`config.mk`:
```
export PLATFORM = sky130hd
export DESIGN_NAME = etsc_back
export DESIGN_NICKNAME = d
export VERILOG_FILES = /design/src/sv/etsc_pkg.sv /design/src/sv/etsc_back.sv
export SDC_FILE = /design/constraint.sdc
export NUM_CORES = 1
export LEC_CHECK = 0
export BUFFER_PORTS_ARGS = -buffer_cell sky130_fd_sc_hd__buf_2
export CAP_MARGIN = 30
export CORE_ASPECT_RATIO = 0.8
export CORE_MARGIN = 2
export CORE_UTILIZATION = 39
export DETAILED_ROUTE_END_ITERATION = 8
export GPL_ROUTABILITY_DRIVEN = 1
export GPL_TIMING_DRIVEN = 0
export PLACE_DENSITY_LB_ADDON = 0.05
export SYNTH_ARGS = -nofsm -noshare
export SYNTH_HDL_FRONTEND = slang
export SYNTH_SLANG_ARGS = --single-unit
```
`constraint.sdc`:
```
create_clock -name aclk -period 3.85 [get_ports aclk]
set_input_delay 0.385 -clock aclk [delete_from_list [all_inputs] [get_ports aclk]]
set_output_delay 0.385 -clock aclk [all_outputs]
set_load 0.005 [all_outputs]
```
`src/sv/etsc_pkg.sv`:
```
`timescale 1ns / 1ps
// Shared types and constants of the expression token syntax checker.
// Used by every module of the block; depends on nothing.
package etsc_pkg;

    // Deepest nesting that each of the two counters may reach.
    localparam int MAX_NEST = 255;
    localparam int CNT_W    = $clog2(MAX_NEST + 1);
    localparam int DEPTH_W  = 9;
    localparam int SUM_W    = (CNT_W + 1 > DEPTH_W) ? CNT_W + 1 : DEPTH_W;

    // Entries of the queue between front and back.
    localparam int QUEUE_DEPTH = 2;
    localparam int QPTR_W      = (QUEUE_DEPTH > 1) ? $clog2(QUEUE_DEPTH) : 1;
    localparam int QCNT_W      = $clog2(QUEUE_DEPTH + 1);

    // Token classes.
    localparam logic [3:0] KIND_START  = 4'd0;
    localparam logic [3:0] KIND_LPAREN = 4'd1;
    localparam logic [3:0] KIND_LBRACK = 4'd2;
    localparam logic [3:0] KIND_CALL   = 4'd3;
    localparam logic [3:0] KIND_VALUE  = 4'd4;
    localparam logic [3:0] KIND_NOT    = 4'd5;
    localparam logic [3:0] KIND_RPAREN = 4'd6;
    localparam logic [3:0] KIND_RBRACK = 4'd7;
    localparam logic [3:0] KIND_BINARY = 4'd8;

    // Expression roles.
    localparam logic [2:0] ROLE_VALUE = 3'd1;
    localparam logic [2:0] ROLE_BINOP = 3'd2;
    localparam logic [2:0] ROLE_UNIOP = 3'd3;

    typedef enum logic [2:0] {
        STATUS_OK         = 3'd0,
        STATUS_OPERAND    = 3'd1,
        STATUS_OPERATOR   = 3'd2,
        STATUS_UNMATCHED  = 3'd3,
        STATUS_UNKNOWN    = 3'd4
    } status_t;

    // What a token does to the nesting counters.
    typedef enum logic [2:0] {
        CNT_NONE,
        CNT_LPAREN,
        CNT_LBRACK,
        CNT_RPAREN,
        CNT_RBRACK
    } cnt_op_t;

    // Which neighbor test a token must pass.
    typedef enum logic [2:0] {
        CHK_NONE,
        CHK_OPERAND,
        CHK_UNARY,
        CHK_BINARY,
        CHK_UNKNOWN
    } chk_op_t;

    typedef struct packed {
        logic [3:0] kind;
        logic [2:0] token_type;
        logic       last;
    } in_item_t;

    typedef struct packed {
        logic [DEPTH_W-1:0] depth;
        status_t            status;
        logic               done_res;
    } out_item_t;

    // Classified token handed from front to back.
    typedef struct packed {
        cnt_op_t cnt_op;
        chk_op_t chk_op;
        logic    opnd_after;  // an operand may follow this token
        logic    oper_after;  // a binary operator may follow this token
        logic    last;
    } tok_t;

endpackage

```
`src/sv/etsc_back.sv`:
```
`timescale 1ns / 1ps
// Back end: nesting counters, sticky error and the registered result stage.
// Depends on etsc_pkg.
module etsc_back (
    input  logic                 aclk,
    input  logic                 aresetn,
    input  logic                 q_valid,
    input  etsc_pkg::tok_t       q_data,
    output logic                 q_pop,
    output logic                 m_valid,
    input  logic                 m_ready,
    output etsc_pkg::out_item_t  m_data
);

    logic [etsc_pkg::CNT_W-1:0] paren_reg, paren_next;
    logic [etsc_pkg::CNT_W-1:0] bracket_reg, bracket_next;
    logic [etsc_pkg::CNT_W-1:0] saved_reg, saved_next;
    etsc_pkg::status_t          error_reg, error_next;
    logic                       opnd_ok_reg, opnd_ok_next;
    logic                       oper_ok_reg, oper_ok_next;
    logic                       m_valid_reg, m_valid_next;
    etsc_pkg::out_item_t        m_data_reg, m_data_next;

    logic [etsc_pkg::SUM_W-1:0] depth_sum;
    logic                       cnt_fail;
    etsc_pkg::status_t          tok_status;
    etsc_pkg::status_t          status_now;
    logic [etsc_pkg::CNT_W-1:0] paren_upd, bracket_upd, saved_upd;

    assign q_pop   = q_valid && (!m_valid_reg || m_ready);
    assign m_valid = m_valid_reg;
    assign m_data  = m_data_reg;

    assign depth_sum = etsc_pkg::SUM_W'(paren_reg) + etsc_pkg::SUM_W'(bracket_reg);

    // Counter action of the token at the head of the queue.
    always_comb begin
        cnt_fail    = 1'b0;
        paren_upd   = paren_reg;
        bracket_upd = bracket_reg;
        saved_upd   = saved_reg;
        case (q_data.cnt_op)
            etsc_pkg::CNT_LPAREN: begin
                cnt_fail  = (paren_reg >= etsc_pkg::CNT_W'(etsc_pkg::MAX_NEST));
                paren_upd = paren_reg + etsc_pkg::CNT_W'(1);
                saved_upd = bracket_reg;
            end
            etsc_pkg::CNT_LBRACK: begin
                cnt_fail    = (bracket_reg >= etsc_pkg::CNT_W'(etsc_pkg::MAX_NEST));
                bracket_upd = bracket_reg + etsc_pkg::CNT_W'(1);
            end
            etsc_pkg::CNT_RPAREN: begin
                cnt_fail  = (paren_reg == '0) || (bracket_reg > saved_reg);
                paren_upd = paren_reg - etsc_pkg::CNT_W'(1);
            end
            etsc_pkg::CNT_RBRACK: begin
                cnt_fail    = (bracket_reg == '0);
                bracket_upd = bracket_reg - etsc_pkg::CNT_W'(1);
            end
            default: begin
                cnt_fail = 1'b0;
            end
        endcase
    end

    // Neighbor test against the previous accepted token.
    always_comb begin
        case (q_data.chk_op)
            etsc_pkg::CHK_NONE: begin
                tok_status = etsc_pkg::STATUS_OK;
            end
            etsc_pkg::CHK_OPERAND: begin
                tok_status = opnd_ok_reg ? etsc_pkg::STATUS_OK : etsc_pkg::STATUS_OPERAND;
            end
            etsc_pkg::CHK_UNARY: begin
                tok_status = opnd_ok_reg ? etsc_pkg::STATUS_OK : etsc_pkg::STATUS_OPERATOR;
            end
            etsc_pkg::CHK_BINARY: begin
                tok_status = oper_ok_reg ? etsc_pkg::STATUS_OK : etsc_pkg::STATUS_OPERATOR;
            end
            default: begin
                tok_status = etsc_pkg::STATUS_UNKNOWN;
            end
        endcase
        if (cnt_fail) begin
            tok_status = etsc_pkg::STATUS_UNMATCHED;
        end
    end

    always_comb begin
        paren_next   = paren_reg;
        bracket_next = bracket_reg;
        saved_next   = saved_reg;
        error_next   = error_reg;
        opnd_ok_next = opnd_ok_reg;
        oper_ok_next = oper_ok_reg;
        m_valid_next = m_valid_reg;
        m_data_next  = m_data_reg;
        status_now   = error_reg;

        if (m_valid_reg && m_ready) begin
            m_valid_next = 1'b0;
        end

        if (q_pop) begin
            // Once an error is held, the state stays frozen until the last token.
            if (error_reg == etsc_pkg::STATUS_OK) begin
                status_now = tok_status;
                if (!cnt_fail) begin
                    paren_next   = paren_upd;
                    bracket_next = bracket_upd;
                    saved_next   = saved_upd;
                end
                if (tok_status == etsc_pkg::STATUS_OK) begin
                    opnd_ok_next = q_data.opnd_after;
                    oper_ok_next = q_data.oper_after;
                end
            end
            if (q_data.last && status_now == etsc_pkg::STATUS_OK
                && (paren_next != '0 || bracket_next != '0)) begin
                status_now = etsc_pkg::STATUS_UNMATCHED;
            end
            error_next = status_now;

            m_valid_next         = 1'b1;
            m_data_next.depth    = depth_sum[etsc_pkg::DEPTH_W-1:0];
            m_data_next.status   = status_now;
            m_data_next.done_res = q_data.last;

            if (q_data.last) begin
                paren_next   = '0;
                bracket_next = '0;
                saved_next   = '0;
                error_next   = etsc_pkg::STATUS_OK;
                opnd_ok_next = 1'b1;
                oper_ok_next = 1'b0;
            end
        end
    end

    always_ff @(posedge aclk) begin
        if (!aresetn) begin
            paren_reg   <= '0;
            bracket_reg <= '0;
            saved_reg   <= '0;
            error_reg   <= etsc_pkg::STATUS_OK;
            opnd_ok_reg <= 1'b1;
            oper_ok_reg <= 1'b0;
            m_valid_reg <= 1'b0;
        end else begin
            paren_reg   <= paren_next;
            bracket_reg <= bracket_next;
            saved_reg   <= saved_next;
            error_reg   <= error_next;
            opnd_ok_reg <= opnd_ok_next;
            oper_ok_reg <= oper_ok_next;
            m_valid_reg <= m_valid_next;
        end
    end

    always_ff @(posedge aclk) begin
        m_data_reg <= m_data_next;
    end

endmodule

```
==> flow_summary.json <==
{
  "status": "finished clean",
  "crit_path_end_kind": "flop",
  "cts.sinks": 43,
  "cts_root_buf": "clkbuf_8",
  "grt_pass1_wl_um": 12300,
  "clk_latency_ns": 0.30,
  "synth_top_cell_by_area": "dfxtp_1",
  "fin_skew_ns": 0.00866,
  "ant_nets": 0,
  "fp.dieW_um": 102,
  "path_max_fanout": 7,
  "critPathMaxStageDelay_ns": 0.59,
  "crit_type": "flop to flop",
  "rrSetupSlack_ns": 0.45,
  "reg2reg_depth": 10,
  "routed_wl_um": 7550,
  "die_h_um": 82.6,
  "max_freq_mhz": 294,
  "clk_pin_slew_ns": 0.09,
  "route.detailed.drc": 0,
  "grt_pass1_vias": 2432,
  "largest_reg_flops": 13,
  "seqPwrFrac": 0.521,
  "nets": 421,
  "cts_tree": "built",
  "dp_hpwl_um": 5820,
  "p_leak_uw": 0.00141,
  "hold_path.class": "input port to flop",
  "clkPwrFrac": 0.317,
  "fin_crit_sh": 0.884,
  "synthTopCellsByArea": "dfxtp_1 (20%), edfxtp_1 (13%), ha_1 (12%), a21oi_1 (4.5%), nor2b_1 (4.4%)",
  "setup_tns_ns": 0,
  "worst_pin_slew_ns": 0.590,
  "cp_slowest_cell": "dfxtp_1",
  "reg2reg_from": "bracket_reg[5]",
  "intPower_uw": 672,
  "synth_area_um2": 3010,
  "vias": 2540,
  "hold_start": "q_valid",
  "hold_violations": 0,
  "power.switching_uw": 267,
  "required_ns": 3.89,
  "synth.distinct_cells": 60,
  "power_density_nw_per_um2": 277,
  "ys.flop_type": "dfxtp_1",
  "setup_viol": 0,
  "via_per_inst": 5.26,
  "n_antenna_cell": 0,
  "yosysMostFrequentCell": "dfxtp_1",
  "grt_max_degree": 20,
  "place_congestion": 0.861,
  "htreeDepth": 2,
  "initial_utilization": 0.404,
  "io-pin-count": 28,
  "vdd_drop_max_v": 0.000140,
  "swShare": 0.285,
  "synth_edf_count": 13,
  "drv_cap": 0,
  "worstSetupStartpointType": "flop",
  "holdPathEnd": "m_valid",
  "whs_path_depth": 3,
  "dr.pass1.iters": 5,
  "post_cts_resized": 0,
  "slew_violations": 0,
  "synthCells": 343,
  "cts_setup_buffers": 0,
  "critical_path.cell_chain": "ha_1 > a21oi_1 > o21ai_0 > o311ai_2 > and2_2 > clkbuf_1 > mux2i_1 > a211o_1 > nor4_2 > o31ai_1",
  "synth_top_area_share": 0.199,
  "async_reset_ff_frac": 0,
  "track_usage": 0.192,
  "antenna_found_initial": 0,
  "crit_arrival_ns": 3.45,
  "grt-ovfl-total": 0,
  "yosys_register_bits": 43,
  "r2r_end": "m_data[2]",
  "rows": 28,
  "combPwrFrac": 0.161,
  "coreArea_um2": 7460,
  "syn_to_final_growth_pct": 12.2,
  "wl_per_cell_um": 15.6,
  "crit_family": "compound AO/OA/AOI/OAI gates",
  "yosysSeqAreaShare": 0.329,
  "synthTopCellsByCount": "dfxtp_1 (30), inv_1 (29), ha_1 (28)",
  "grt_setup_unrepaired": "false",
  "slew_headroom": 0.604,
  "crit_buf_inv": 1,
  "port-buffer-count": 26,
  "synth.avg_cell_area_um2": 8.79,
  "nFillCells": 762,
  "dieArea_um2": 8450,
  "holdBufCountCts": 0,
  "drive_gt1_frac": 0.138,
  "syn_nets": 387,
  "numCtsBuffers": 5,
  "ys.warnings.count": 0,
  "period_minus_slack_ns": 3.40,
  "clock_path_buffers": 2,
  "hold_ws_ns": 0.329,
  "first_iter_violations": 93
}
## power groups by stage
stage	sequential (µW)	combinational, µW	clock [µW]
after CTS	489	151	305
final	489	151	298
after global placement	500	146	0
after floorplan	500	99.2	0
after detailed placement	500	150	0
after global routing	491	169	318
## layout make-up
cell class              count  area, µm²  area share
clock buffers               6       72.6      0.0214
inverters                  29        109      0.0322
plain buffers               9       38.8      0.0115
clock inverters             2       12.5     0.00370
repair buffers             27        145      0.0429
multi-input cells         262       1880       0.557
well taps                 105        131      0.0388
flip-flops and latches     43        991       0.293
## routing by layer
| layer | share of wire | global-route usage |
|---|---|---|
| met3 | 0.062 | 0.0345 |
| met5 | 0 | 0 |
| met4 | 0.012 | 0.0533 |
| met2 | 0.42 | 0.286 |
| met1 | 0.51 | 0.284 |
## layout by cell type (no fill, tap or decap), types with 15 or more instances in the layout
cell type / n
xnor2_1: 15
ha_1: 28
dfxtp_1: 30
nand2_1: 19
inv_1: 29
nor2_1: 19
nor2b_1: 21
a21oi_1: 27
o21ai_0: 17
buf_2: 27
## per-stage QoR
| step | std cells | instance area [µm²] | setup slack, ns | power (µW) | utilization |
|---|---|---|---|---|---|
| floorplan | 343 | 3010 | 0.817 | 599 | - |
| global placement | 474 | 3280 | 0.194 | 646 | 0.439 |
| detailed placement | 475 | 3290 | 0.224 | 650 | 0.441 |
| CTS | 483 | 3380 | 0.259 | 945 | 0.452 |
| global route | 483 | 3380 | 0.253 | 978 | 0.453 |
| finish | 483 | 3380 | 0.446 | 939 | 0.453 |
## worst max path at each step
stage                              start        end  slack (ns)  depth (start not counted)
final                     bracket_reg[5]  m_data[2]        0.45                         10
after global routing      bracket_reg[1]  m_data[2]        0.25                         11
after CTS                 bracket_reg[5]  m_data[2]        0.26                         10
after detailed placement       q_data[8]  m_data[2]        0.22                         14
after global placement         q_data[7]  m_data[2]        0.19                         12
after floorplan                q_data[7]  m_data[2]        0.82                         12
## tightest hold or removal path, cell delays in order
cell and delay (ns):
buf_2 0.10, inv_1 0.04, a21boi_0 0.06
## kinds of logic (layout without fill, tap and decap cells)
logic type	after synthesis	after routing	share of synthesized area
AND/OR/NAND/NOR	124	124	0.240
flip-flops	43	43	0.329
XOR/XNOR	21	21	0.0610
multiplexers	6	6	0.0203
adder cells (fa/ha/maj)	31	31	0.136
AO/OA/AOI/OAI	80	80	0.164
buffers and inverters	38	73	0.0490
No activity file was read; power rests on OpenSTA's default activity.
